File: config.mk
export PLATFORM = sky130hd
export DESIGN_NAME = hill_block_cipher_mod95_unit
export DESIGN_NICKNAME = d
export VERILOG_FILES = /design/src/hw/rtl/hbc_pkg.sv /design/src/hw/rtl/hbc_blocker.sv /design/src/hw/rtl/hbc_rowmul.sv /design/src/hw/rtl/hbc_mod95.sv /design/src/hw/rtl/hill_block_cipher_mod95_unit.sv
export SDC_FILE = /design/constraint.sdc
export NUM_CORES = 1
export LEC_CHECK = 0
export BUFFER_PORTS_ARGS = -buffer_cell sky130_fd_sc_hd__clkbuf_2
export CAP_MARGIN = 20
export CELL_PAD_IN_SITES_DETAIL_PLACEMENT = 1
export CELL_PAD_IN_SITES_GLOBAL_PLACEMENT = 1
export CORE_AREA = 5 5 201 242
export CTS_CLUSTER_DIAMETER = 100
export DETAILED_ROUTE_END_ITERATION = 8
export DIE_AREA = 0 0 206 247
export PLACE_DENSITY = 0.74
export SYNTH_ARGS = -nofsm -noshare
export SYNTH_HDL_FRONTEND = slang
export SYNTH_SLANG_ARGS = --single-unit
File: constraint.sdc
create_clock -name clk -period 7.4 [get_ports clk]
set_input_delay 1.48 -clock clk [delete_from_list [all_inputs] [get_ports clk]]
set_output_delay 1.48 -clock clk [all_outputs]
set_load 0.01 [all_outputs]
File: src/hw/rtl/hbc_pkg.sv
`default_nettype none
package hbc_pkg;

  localparam int CHAR_W        = 7;
  localparam int SIZE_W        = 3;
  localparam int KEY_W         = 28;
  localparam int KEY_ROWS      = 4;
  localparam int INDEX_W       = 3;
  localparam int DEF_MAX_BLOCK = 4;
  localparam int ALPHABET      = 95;
  localparam int BASE_CHAR     = 32;
  localparam int PAD_CHAR      = 120;
  localparam int PAD_CODE      = PAD_CHAR - BASE_CHAR;

  localparam logic [SIZE_W-1:0] BLOCK_SIZE_RESET = SIZE_W'(2);

  typedef enum logic [INDEX_W-1:0] {
    REG_BLOCK_SIZE = 3'd0,
    REG_KEY_ROW_0  = 3'd1,
    REG_KEY_ROW_1  = 3'd2,
    REG_KEY_ROW_2  = 3'd3,
    REG_KEY_ROW_3  = 3'd4
  } cfg_reg_t;

  typedef struct packed {
    logic [CHAR_W-1:0] plain_char;
    logic              message_end;
  } plain_item_t;

  typedef struct packed {
    logic [CHAR_W-1:0] cipher_char;
    logic              block_last;
    logic              message_last;
  } cipher_item_t;

  typedef struct packed {
    logic block_last;
    logic message_last;
  } row_tag_t;

  // identity matrix, one 7-bit entry per column
  function automatic logic [KEY_W-1:0] key_reset(input int row);
    logic [KEY_W-1:0] v;
    v = '0;
    v[CHAR_W*row] = 1'b1;
    return v;
  endfunction

endpackage
`default_nettype wire

File: src/hw/rtl/hbc_blocker.sv
`default_nettype none
module hbc_blocker
  import hbc_pkg::*;
#(
  parameter int MAX_BLOCK = DEF_MAX_BLOCK,
  localparam int NW = $clog2(MAX_BLOCK + 1),
  localparam int IW = (MAX_BLOCK > 1) ? $clog2(MAX_BLOCK) : 1
) (
  input  wire logic                               clk,
  input  wire logic                               rst,
  input  wire logic [NW-1:0]                      n_act,
  input  wire logic                               size_clear,
  input  wire logic                               plain_valid,
  output logic                                    plain_ready,
  input  wire plain_item_t                        plain,
  input  wire logic                               pend_take,
  output logic                                    pend_valid,
  output logic [MAX_BLOCK-1:0][CHAR_W-1:0]        pend_vec,
  output logic [NW-1:0]                           pend_n,
  output logic                                    pend_end
);

  logic [NW-1:0]     fill;
  logic [NW-1:0]     fill_next;
  logic [CHAR_W-1:0] buffer [MAX_BLOCK];
  logic [CHAR_W-1:0] mapped;
  logic              accept;
  logic              complete;
  logic [MAX_BLOCK-1:0][CHAR_W-1:0] vec_next;

  assign plain_ready = !pend_valid || pend_take;
  assign accept      = plain_valid && plain_ready;
  assign mapped      = CHAR_W'(plain.plain_char - CHAR_W'(BASE_CHAR));
  assign fill_next   = fill + NW'(1);
  assign complete    = (fill_next >= n_act) || plain.message_end;

  // positions past the last character are padded
  always_comb begin
    for (int j = 0; j < MAX_BLOCK; j++) begin
      if (NW'(j) < fill) begin
        vec_next[j] = buffer[j];
      end else if (NW'(j) == fill) begin
        vec_next[j] = mapped;
      end else begin
        vec_next[j] = CHAR_W'(PAD_CODE);
      end
    end
  end

  always_ff @(posedge clk) begin
    if (rst) begin
      fill       <= '0;
      pend_valid <= 1'b0;
    end else begin
      if (pend_take) begin
        pend_valid <= 1'b0;
      end
      if (size_clear) begin
        fill <= '0;
      end else if (accept) begin
        if (complete) begin
          fill       <= '0;
          pend_valid <= 1'b1;
        end else begin
          fill <= fill_next;
        end
      end
    end
  end

  always_ff @(posedge clk) begin
    if (accept) begin
      buffer[fill[IW-1:0]] <= mapped;
      if (complete) begin
        pend_vec <= vec_next;
        pend_n   <= n_act;
        pend_end <= plain.message_end;
      end
    end
  end

endmodule
`default_nettype wire

File: src/hw/rtl/hbc_rowmul.sv
`default_nettype none
module hbc_rowmul
  import hbc_pkg::*;
#(
  parameter int MAX_BLOCK = DEF_MAX_BLOCK,
  localparam int NW = $clog2(MAX_BLOCK + 1),
  localparam int IW = (MAX_BLOCK > 1) ? $clog2(MAX_BLOCK) : 1,
  localparam int SUM_W = $clog2(MAX_BLOCK * 127 * 127 + 1)
) (
  input  wire logic                               clk,
  input  wire logic                               rst,
  input  wire logic [KEY_ROWS-1:0][KEY_W-1:0]     key_row,
  input  wire logic                               pend_valid,
  input  wire logic [MAX_BLOCK-1:0][CHAR_W-1:0]   pend_vec,
  input  wire logic [NW-1:0]                      pend_n,
  input  wire logic                               pend_end,
  output logic                                    pend_take,
  input  wire logic                               advance,
  output logic                                    s1_valid,
  output logic [SUM_W-1:0]                        s1_sum,
  output row_tag_t                                s1_tag
);

  logic                             busy;
  logic [MAX_BLOCK-1:0][CHAR_W-1:0] vec;
  logic [NW-1:0]                    n;
  logic                             msg_end;
  logic [NW-1:0]                    row;
  logic                             issue;
  logic                             last_row;
  logic [CHAR_W-1:0]                kmat [MAX_BLOCK][MAX_BLOCK];
  logic [2*CHAR_W-1:0]              prod [MAX_BLOCK];
  logic [SUM_W-1:0]                 sum;

  assign issue     = busy && advance;
  assign last_row  = (row == n - NW'(1));
  assign pend_take = pend_valid && (!busy || (issue && last_row));

  // entries outside the four key registers read as zero
  always_comb begin
    for (int r = 0; r < MAX_BLOCK; r++) begin
      for (int j = 0; j < MAX_BLOCK; j++) begin
        if (r < KEY_ROWS && j < KEY_ROWS) begin
          kmat[r][j] = key_row[r % KEY_ROWS][CHAR_W*(j % KEY_ROWS) +: CHAR_W];
        end else begin
          kmat[r][j] = '0;
        end
      end
    end
  end

  always_comb begin
    sum = '0;
    for (int j = 0; j < MAX_BLOCK; j++) begin
      if (NW'(j) < n) begin
        prod[j] = kmat[row[IW-1:0]][j] * vec[j];
      end else begin
        prod[j] = '0;
      end
      sum = sum + SUM_W'(prod[j]);
    end
  end

  always_ff @(posedge clk) begin
    if (rst) begin
      busy     <= 1'b0;
      s1_valid <= 1'b0;
    end else begin
      if (pend_take) begin
        busy <= 1'b1;
      end else if (issue && last_row) begin
        busy <= 1'b0;
      end
      if (advance) begin
        s1_valid <= issue;
      end
    end
  end

  always_ff @(posedge clk) begin
    if (pend_take) begin
      vec     <= pend_vec;
      n       <= pend_n;
      msg_end <= pend_end;
      row     <= '0;
    end else if (issue) begin
      row <= row + NW'(1);
    end
    if (advance) begin
      s1_sum              <= sum;
      s1_tag.block_last   <= last_row;
      s1_tag.message_last <= last_row && msg_end;
    end
  end

endmodule
`default_nettype wire

File: src/hw/rtl/hbc_mod95.sv
`default_nettype none
module hbc_mod95
  import hbc_pkg::*;
#(
  parameter int MAX_BLOCK = DEF_MAX_BLOCK,
  localparam int SUM_W = $clog2(MAX_BLOCK * 127 * 127 + 1),
  localparam int SHIFT = SUM_W + 1,
  localparam longint RECIP = (64'd1 << SHIFT) / ALPHABET,
  localparam int RW = $clog2(RECIP + 1),
  localparam int PW = SUM_W + RW
) (
  input  wire logic             clk,
  input  wire logic             rst,
  input  wire logic             s1_valid,
  input  wire logic [SUM_W-1:0] s1_sum,
  input  wire row_tag_t         s1_tag,
  output logic                  advance,
  output logic                  cipher_valid,
  input  wire logic             cipher_ready,
  output cipher_item_t          cipher
);

  logic               s2_valid;
  logic [SUM_W-1:0]   s2_sum;
  logic [SUM_W-1:0]   s2_q;
  row_tag_t           s2_tag;
  logic [PW-1:0]      prod;
  logic [SUM_W+6:0]   q95;
  logic [7:0]         rem;
  logic [7:0]         rem_fix;

  assign advance = !cipher_valid || cipher_ready;

  // quotient estimate is low by at most one
  assign prod = PW'(s1_sum) * PW'(RECIP);
  assign q95  = ({7'd0, s2_q} << 6) + ({7'd0, s2_q} << 5) - {7'd0, s2_q};
  assign rem  = 8'(({7'd0, s2_sum} - q95));

  always_comb begin
    if (rem >= 8'(ALPHABET)) begin
      rem_fix = rem - 8'(ALPHABET);
    end else begin
      rem_fix = rem;
    end
  end

  always_ff @(posedge clk) begin
    if (rst) begin
      s2_valid     <= 1'b0;
      cipher_valid <= 1'b0;
    end else if (advance) begin
      s2_valid     <= s1_valid;
      cipher_valid <= s2_valid;
    end
  end

  always_ff @(posedge clk) begin
    if (advance) begin
      s2_sum              <= s1_sum;
      s2_q                <= SUM_W'(prod >> SHIFT);
      s2_tag              <= s1_tag;
      cipher.cipher_char  <= CHAR_W'(rem_fix) + CHAR_W'(BASE_CHAR);
      cipher.block_last   <= s2_tag.block_last;
      cipher.message_last <= s2_tag.message_last;
    end
  end

endmodule
`default_nettype wire

File: src/hw/rtl/hill_block_cipher_mod95_unit.sv
// Hill cipher over the 95 printable ASCII characters.
// plain channel (valid/ready) takes one character per transfer; message_end
// marks the last character of a message. cipher channel (valid/ready) gives
// one cipher character per transfer, with block_last on the last character of
// each block and message_last on the last character of a message.
// A block of n = block_size characters is multiplied by the key matrix
// modulo 95; a short final block is padded with 'x'.
// Throughput: one character in and one out per cycle while cipher_ready is high;
// the key product runs one matrix row per cycle through a three-register
// pipeline. A padded block can stall plain_ready until the row multiplier takes it.
// The first cipher character of a block follows the character that completes
// it through the holding register, the s1 and s2 registers and the output register.
// When cipher_ready is low the output register and pipeline hold; one
// finished block can wait in a holding register before plain_ready drops.
// Reset: block_size 2, identity key, empty buffer, nothing in flight.
// The user must write registers through wr_en/wr_index/wr_data while idle, unchecked
// by the block itself; writing block_size discards a partial block.
`default_nettype none
module hill_block_cipher_mod95_unit
  import hbc_pkg::*;
#(
  parameter int MAX_BLOCK = DEF_MAX_BLOCK,
  localparam int NW = $clog2(MAX_BLOCK + 1),
  localparam int SUM_W = $clog2(MAX_BLOCK * 127 * 127 + 1)
) (
  input  wire logic               clk,
  input  wire logic               rst,
  input  wire logic               wr_en,
  input  wire logic [INDEX_W-1:0] wr_index,
  input  wire logic [KEY_W-1:0]   wr_data,
  input  wire logic               plain_valid,
  output logic                    plain_ready,
  input  wire plain_item_t        plain,
  output logic                    cipher_valid,
  input  wire logic               cipher_ready,
  output cipher_item_t            cipher
);

  logic [SIZE_W-1:0]                block_size;
  logic [KEY_ROWS-1:0][KEY_W-1:0]   key_row;
  logic [NW-1:0]                    n_act;
  logic                             size_clear;
  logic                             pend_valid;
  logic                             pend_take;
  logic [MAX_BLOCK-1:0][CHAR_W-1:0] pend_vec;
  logic [NW-1:0]                    pend_n;
  logic                             pend_end;
  logic                             advance;
  logic                             s1_valid;
  logic [SUM_W-1:0]                 s1_sum;
  row_tag_t                         s1_tag;

  assign size_clear = wr_en && (cfg_reg_t'(wr_index) == REG_BLOCK_SIZE);

  always_ff @(posedge clk) begin
    if (rst) begin
      block_size <= BLOCK_SIZE_RESET;
      for (int r = 0; r < KEY_ROWS; r++) begin
        key_row[r] <= key_reset(r);
      end
    end else if (wr_en) begin
      case (cfg_reg_t'(wr_index))
        REG_BLOCK_SIZE: block_size <= wr_data[SIZE_W-1:0];
        REG_KEY_ROW_0:  key_row[0] <= wr_data;
        REG_KEY_ROW_1:  key_row[1] <= wr_data;
        REG_KEY_ROW_2:  key_row[2] <= wr_data;
        REG_KEY_ROW_3:  key_row[3] <= wr_data;
        default: ;
      endcase
    end
  end

  // zero acts as one, large sizes saturate
  always_comb begin
    if (block_size == '0) begin
      n_act = NW'(1);
    end else if (int'(block_size) > MAX_BLOCK) begin
      n_act = NW'(MAX_BLOCK);
    end else begin
      n_act = NW'(block_size);
    end
  end

  hbc_blocker #(
    .MAX_BLOCK (MAX_BLOCK)
  ) u_blocker (
    .clk         (clk),
    .rst         (rst),
    .n_act       (n_act),
    .size_clear  (size_clear),
    .plain_valid (plain_valid),
    .plain_ready (plain_ready),
    .plain       (plain),
    .pend_take   (pend_take),
    .pend_valid  (pend_valid),
    .pend_vec    (pend_vec),
    .pend_n      (pend_n),
    .pend_end    (pend_end)
  );

  hbc_rowmul #(
    .MAX_BLOCK (MAX_BLOCK)
  ) u_rowmul (
    .clk        (clk),
    .rst        (rst),
    .key_row    (key_row),
    .pend_valid (pend_valid),
    .pend_vec   (pend_vec),
    .pend_n     (pend_n),
    .pend_end   (pend_end),
    .pend_take  (pend_take),
    .advance    (advance),
    .s1_valid   (s1_valid),
    .s1_sum     (s1_sum),
    .s1_tag     (s1_tag)
  );

  hbc_mod95 #(
    .MAX_BLOCK (MAX_BLOCK)
  ) u_mod95 (
    .clk          (clk),
    .rst          (rst),
    .s1_valid     (s1_valid),
    .s1_sum       (s1_sum),
    .s1_tag       (s1_tag),
    .advance      (advance),
    .cipher_valid (cipher_valid),
    .cipher_ready (cipher_ready),
    .cipher       (cipher)
  );

endmodule
`default_nettype wire

==> impl_results.html <==
<table>
<tr><th>Metric</th><th>Value</th></tr>
<tr><th colspan="2">Setup path</th></tr>
<tr><td>Arrival time at the worst endpoint</td><td>7.58 ns</td></tr>
<tr><td>Critical path start-end classification</td><td>flop to flop</td></tr>
<tr><td>Dominant cell type by count on the critical path</td><td>fa_1</td></tr>
<tr><td>Required time at the endpoint of the critical path</td><td>7.71 ns</td></tr>
<tr><td>Critical Path End Type</td><td>flop</td></tr>
<tr><td>Cell type of the slowest stage on the worst timing path</td><td>fa_1</td></tr>
<tr><td>Count of buffering cells on the critical path with inverters included</td><td>7</td></tr>
<tr><td>Crit Path Max Fanout</td><td>8</td></tr>
<tr><td>Largest stage delay on the critical path</td><td>0.52 ns</td></tr>
<tr><td>Crit path launch type</td><td>flop</td></tr>
<tr><td>Crit-path leading delay family</td><td>adder cells</td></tr>
<tr><th colspan="2">Run</th></tr>
<tr><td>Max_cap viols</td><td>0</td></tr>
<tr><th colspan="2">Pwr</th></tr>
<tr><td>Max rail drop VDD</td><td>0.0002817 V</td></tr>
<tr><td>Combinational group share of total power</td><td>62.9%</td></tr>
<tr><td>Switching share of power</td><td>43.65%</td></tr>
<tr><td>Design internal power</td><td>5.113 mW</td></tr>
<tr><td>Power Density</td><td>378.3 nW/µm²</td></tr>
<tr><td>Flop pwr share</td><td>21.9%</td></tr>
<tr><td>Overall power consumption</td><td>9.074 mW</td></tr>
<tr><td>Part of the total power dissipated in the clock network</td><td>15.2%</td></tr>
<tr><td>Static leakage power</td><td>10.97 nW</td></tr>
<tr><td>Switching Power</td><td>3.961 mW</td></tr>
<tr><th colspan="2">Floorplanning</th></tr>
<tr><td>Die span in y</td><td>247 µm</td></tr>
<tr><td>Die area</td><td>50880 µm²</td></tr>
<tr><td>Die boundary width</td><td>206 µm</td></tr>
<tr><td>Total core area</td><td>45730 µm²</td></tr>
<tr><td>Number of primary I/O pins</td><td>55</td></tr>
<tr><td>Placement Rows</td><td>86</td></tr>
<tr><td>Starting Density</td><td>45.70%</td></tr>
<tr><th colspan="2">Synth</th></tr>
<tr><td>Top_reg_cell synth</td><td>edfxtp_1</td></tr>
<tr><td>Sequential element share of the synthesized area</td><td>31.76%</td></tr>
<tr><td>Total of flip-flops plus latches after synthesis</td><td>263</td></tr>
<tr><td>Post-synth design cell area</td><td>20900 µm²</td></tr>
<tr><td>Yosys warning count</td><td>0</td></tr>
<tr><td>Cell count after synthesis</td><td>2153</td></tr>
<tr><td>Synth cell types</td><td>63</td></tr>
<tr><td>Number of synthesized flops with an enable pin</td><td>137</td></tr>
<tr><td>Ys async rst share</td><td>0%</td></tr>
<tr><td>Total nets after synthesis</td><td>2613</td></tr>
<tr><td>Syn avg cell area</td><td>9.706 µm²</td></tr>
<tr><th colspan="2">Timing</th></tr>
<tr><td>Tcrit/Tclk final</td><td>98.31%</td></tr>
<tr><td>Worst Setup Slack, final</td><td>0.1254 ns</td></tr>
<tr><td>Setup repair after global routing missed its margin</td><td>yes</td></tr>
<tr><td>Transition time at the pin with the least slew margin</td><td>0.8393 ns</td></tr>
<tr><td>Fin Clk Skew</td><td>0.03215 ns</td></tr>
<tr><td>Number of hold-slack violations in the final timing report</td><td>0</td></tr>
<tr><td>Clock period minus final worst setup slack</td><td>7.275 ns</td></tr>
<tr><td>Final setup violation count</td><td>0</td></tr>
<tr><td>Achievable Freq</td><td>137.5 MHz</td></tr>
<tr><td>Max-slew headroom</td><td>43.91%</td></tr>
<tr><td>Max-slew violations</td><td>0</td></tr>
<tr><th colspan="2">Final layout</th></tr>
<tr><td>Synthesis-to-layout area growth</td><td>14.79%</td></tr>
<tr><td>Fillers</td><td>5155</td></tr>
<tr><td>Most common library cell in the layout ignoring fill and taps</td><td>nand2_1</td></tr>
<tr><td>Final nets</td><td>2745</td></tr>
<tr><td>Total inserted antenna cells</td><td>0</td></tr>
<tr><td>Reg area</td><td>6641 µm²</td></tr>
<tr><td>Most used cells in the layout excluding fill and tap cells</td><td>nand2_1, inv_1, ha_1</td></tr>
<tr><td>Fraction of layout cells with a size suffix above 1</td><td>14.30%</td></tr>
<tr><td>Multi-input gate area</td><td>13510 µm²</td></tr>
<tr><th colspan="2">CTS</th></tr>
<tr><td>Deepest clock path buffer count</td><td>3</td></tr>
<tr><td>Cell at the root of the clock tree</td><td>clkbuf_16</td></tr>
<tr><td>Clock transition at the registers of the reported paths</td><td>0.06 ns</td></tr>
<tr><td>Total CTS buffers</td><td>28</td></tr>
<tr><td>Clock tree from TritonCTS</td><td>built</td></tr>
<tr><td>Clock Sinks</td><td>263</td></tr>
<tr><td>CTS HTree Levels</td><td>1</td></tr>
<tr><td>Clock Latency Late Sink</td><td>0.57 ns</td></tr>
<tr><th colspan="2">Detailed routing</th></tr>
<tr><td>Routed Wire Length</td><td>56.95 mm</td></tr>
<tr><td>Pre-Repair DR Iteration Count</td><td>5</td></tr>
<tr><td>Number of nets with antenna violations after detailed routing</td><td>0</td></tr>
<tr><td>Via count</td><td>15595</td></tr>
<tr><td>DRC violations left</td><td>0</td></tr>
<tr><td>Routed vias/inst</td><td>5.335</td></tr>
<tr><td>Average detailed-routed wire length per instance</td><td>19.48 µm</td></tr>
<tr><td>Violation count after the first detailed-route iteration</td><td>618</td></tr>
<tr><th colspan="2">Placed design</th></tr>
<tr><td>Final weighted congestion in routability-driven placement</td><td>0.8616</td></tr>
<tr><td>Worst setup timing slack at the placement stage</td><td>-0.4064 ns</td></tr>
<tr><td>Port Buf Inserts</td><td>54</td></tr>
<tr><td>Final HPWL DP</td><td>44.34 mm</td></tr>
<tr><th colspan="2">Global routing</th></tr>
<tr><td>Antenna violations before repair</td><td>0</td></tr>
<tr><td>Vias in the first global route</td><td>17372</td></tr>
<tr><td>Total overflow reported by the global router</td><td>0</td></tr>
<tr><td>Tot GR Track Use</td><td>22.46%</td></tr>
<tr><td>Wire length of the first global-routing pass</td><td>91.15 mm</td></tr>
<tr><td>Largest net degree at the start of global routing</td><td>64</td></tr>
<tr><th colspan="2">Run status</th></tr>
<tr><td>Status</td><td>complete, no violations</td></tr>
<tr><th colspan="2">Min path</th></tr>
<tr><td>Classification of the worst-slack hold path</td><td>flop to flop</td></tr>
</table>
[power by group through the flow]
stage	Combinational (mW)	Clock, mW	Sequential (mW)
2_1_floorplan	3.97	0	1.95
3_3_place_gp	5.12	0	2.01
3_5_place_dp	5.51	0	2.01
4_1_cts	5.67	1.41	1.99
5_1_grt	6.49	1.47	2.00
6_report	5.71	1.38	1.98
[worst reg2reg max path: cells and delay by family, from the launching register on]
kind | cells | cell delay [ns]
compound gates | 7 | 1.26
xor+xnor | 2 | 0.29
fa+ha+maj | 8 | 3.24
buf+inv | 7 | 0.51
flops | 1 | 0.39
mux | 1 | 0.51
simple gates | 6 | 0.83
[cells in the mapped netlist, drive strengths merged, types with 4 or more instances]
master | n | area (µm²)
a21oi | 180 | 900.9
clkbuf | 46 | 172.7
o22ai | 4 | 31.28
o21a | 15 | 120.1
inv | 268 | 1006
or3 | 5 | 31.28
nand3b | 7 | 52.55
a211oi | 11 | 95.09
and3 | 15 | 93.84
fa | 160 | 3203
nand2b | 12 | 75.07
nor2 | 79 | 296.5
a211o | 5 | 43.79
o31a | 4 | 35.03
nor2b | 16 | 100.1
o21bai | 7 | 52.55
and2 | 127 | 794.5
buf | 11 | 45.04
a21o | 18 | 135.1
nor3 | 22 | 115.1
nand2 | 381 | 1430
mux4 | 28 | 630.6
a31oi | 9 | 56.30
o21ai | 49 | 249.0
ha | 256 | 3203
edfxtp | 137 | 4114
o31ai | 5 | 42.54
or2 | 5 | 31.28
xor2 | 33 | 296.5
dfxtp | 126 | 2522
xnor2 | 59 | 516.8
nand3 | 23 | 115.1
[cell type report]
cell class | instances | area share, %
inverters | 268 | 4.194
flip-flops and latches | 263 | 27.69
clock inverters | 17 | 0.5059
repair buffers | 159 | 4.840
well taps | 616 | 3.213
multi-input cells | 1565 | 56.32
clock buffers | 35 | 3.244
[path summary, 6_finish.rpt]
| path | startpoint | to | slack [ns] | cells past startpoint |
|---|---|---|---|---|
| setup reg to reg | u_rowmul.row[1] | u_rowmul.s1_sum[12] | 0.13 | 31 |
| hold / removal | u_blocker.pend_vec[26] | u_rowmul.vec[26] | 0.42 | 0 |
| setup / recovery | u_rowmul.row[1] | u_rowmul.s1_sum[12] | 0.13 | 31 |
| hold reg to reg | u_blocker.pend_vec[26] | u_rowmul.vec[26] | 0.42 | 0 |
[routing by layer]
metal | GRT usage, % | up-vias | part of all wire, %
met5 | 0 | - | 0
met4 | 9.436 | 0 | 4.8
met3 | 2.977 | 107 | 3.3
met2 | 42.48 | 231 | 54
met1 | 25.06 | 7844 | 38
li1 | - | 7413 | -
[registers in the layout, indices dropped and copies added, names as in the netlist, 8 cells and up]
register and cells:
u_mod95.s2_sum 8, u_rowmul.vec 28, u_mod95.s2_q 8, u_blocker.pend_vec 28, u_mod95.cipher 9, u_rowmul.s1_sum 16, u_blocker.buffer 28, key_row 112
[per-stage QoR]
step | util, % | setup TNS, ns | instance area, µm² | cells | hold slack (ns)
2_1_floorplan | - | 0 | 20930 | 2153 | 0.4003
3_3_place_gp | 49.14 | -0.7610 | 22470 | 2860 | 0.4012
4_1_cts | 51.69 | -0.01432 | 23640 | 2917 | 0.4206
3_5_place_dp | 49.14 | -1.492 | 22470 | 2860 | 0.4062
5_1_grt | 52.45 | -0.4299 | 23990 | 2923 | 0.4235
6_report | 52.45 | 0 | 23990 | 2923 | 0.4187
[cells by family after synthesis]
logic type / Yosys count / share of synthesized area [%]
adders and majority gates: 416 / 30.65
xor gates and xnor gates: 92 / 3.892
buffers and inverters: 325 / 5.856
AOI/OAI and AO/OA: 324 / 9.226
DFF: 263 / 31.76
muxes: 29 / 3.071
and+or+nand+nor: 704 / 15.54
[what timing repair did]
item / CTS / global route
buffers inserted: 4 / 5
endpoints found under the hold margin: 0 / 0
hold buffers: 0 / 0
cloned: 1 / 0
gates resized for setup: 42 / 57
pin swaps: 29 / 64
setup endpoints to repair: 5 / 6
Note: power is estimated with default switching activity, not from simulation.
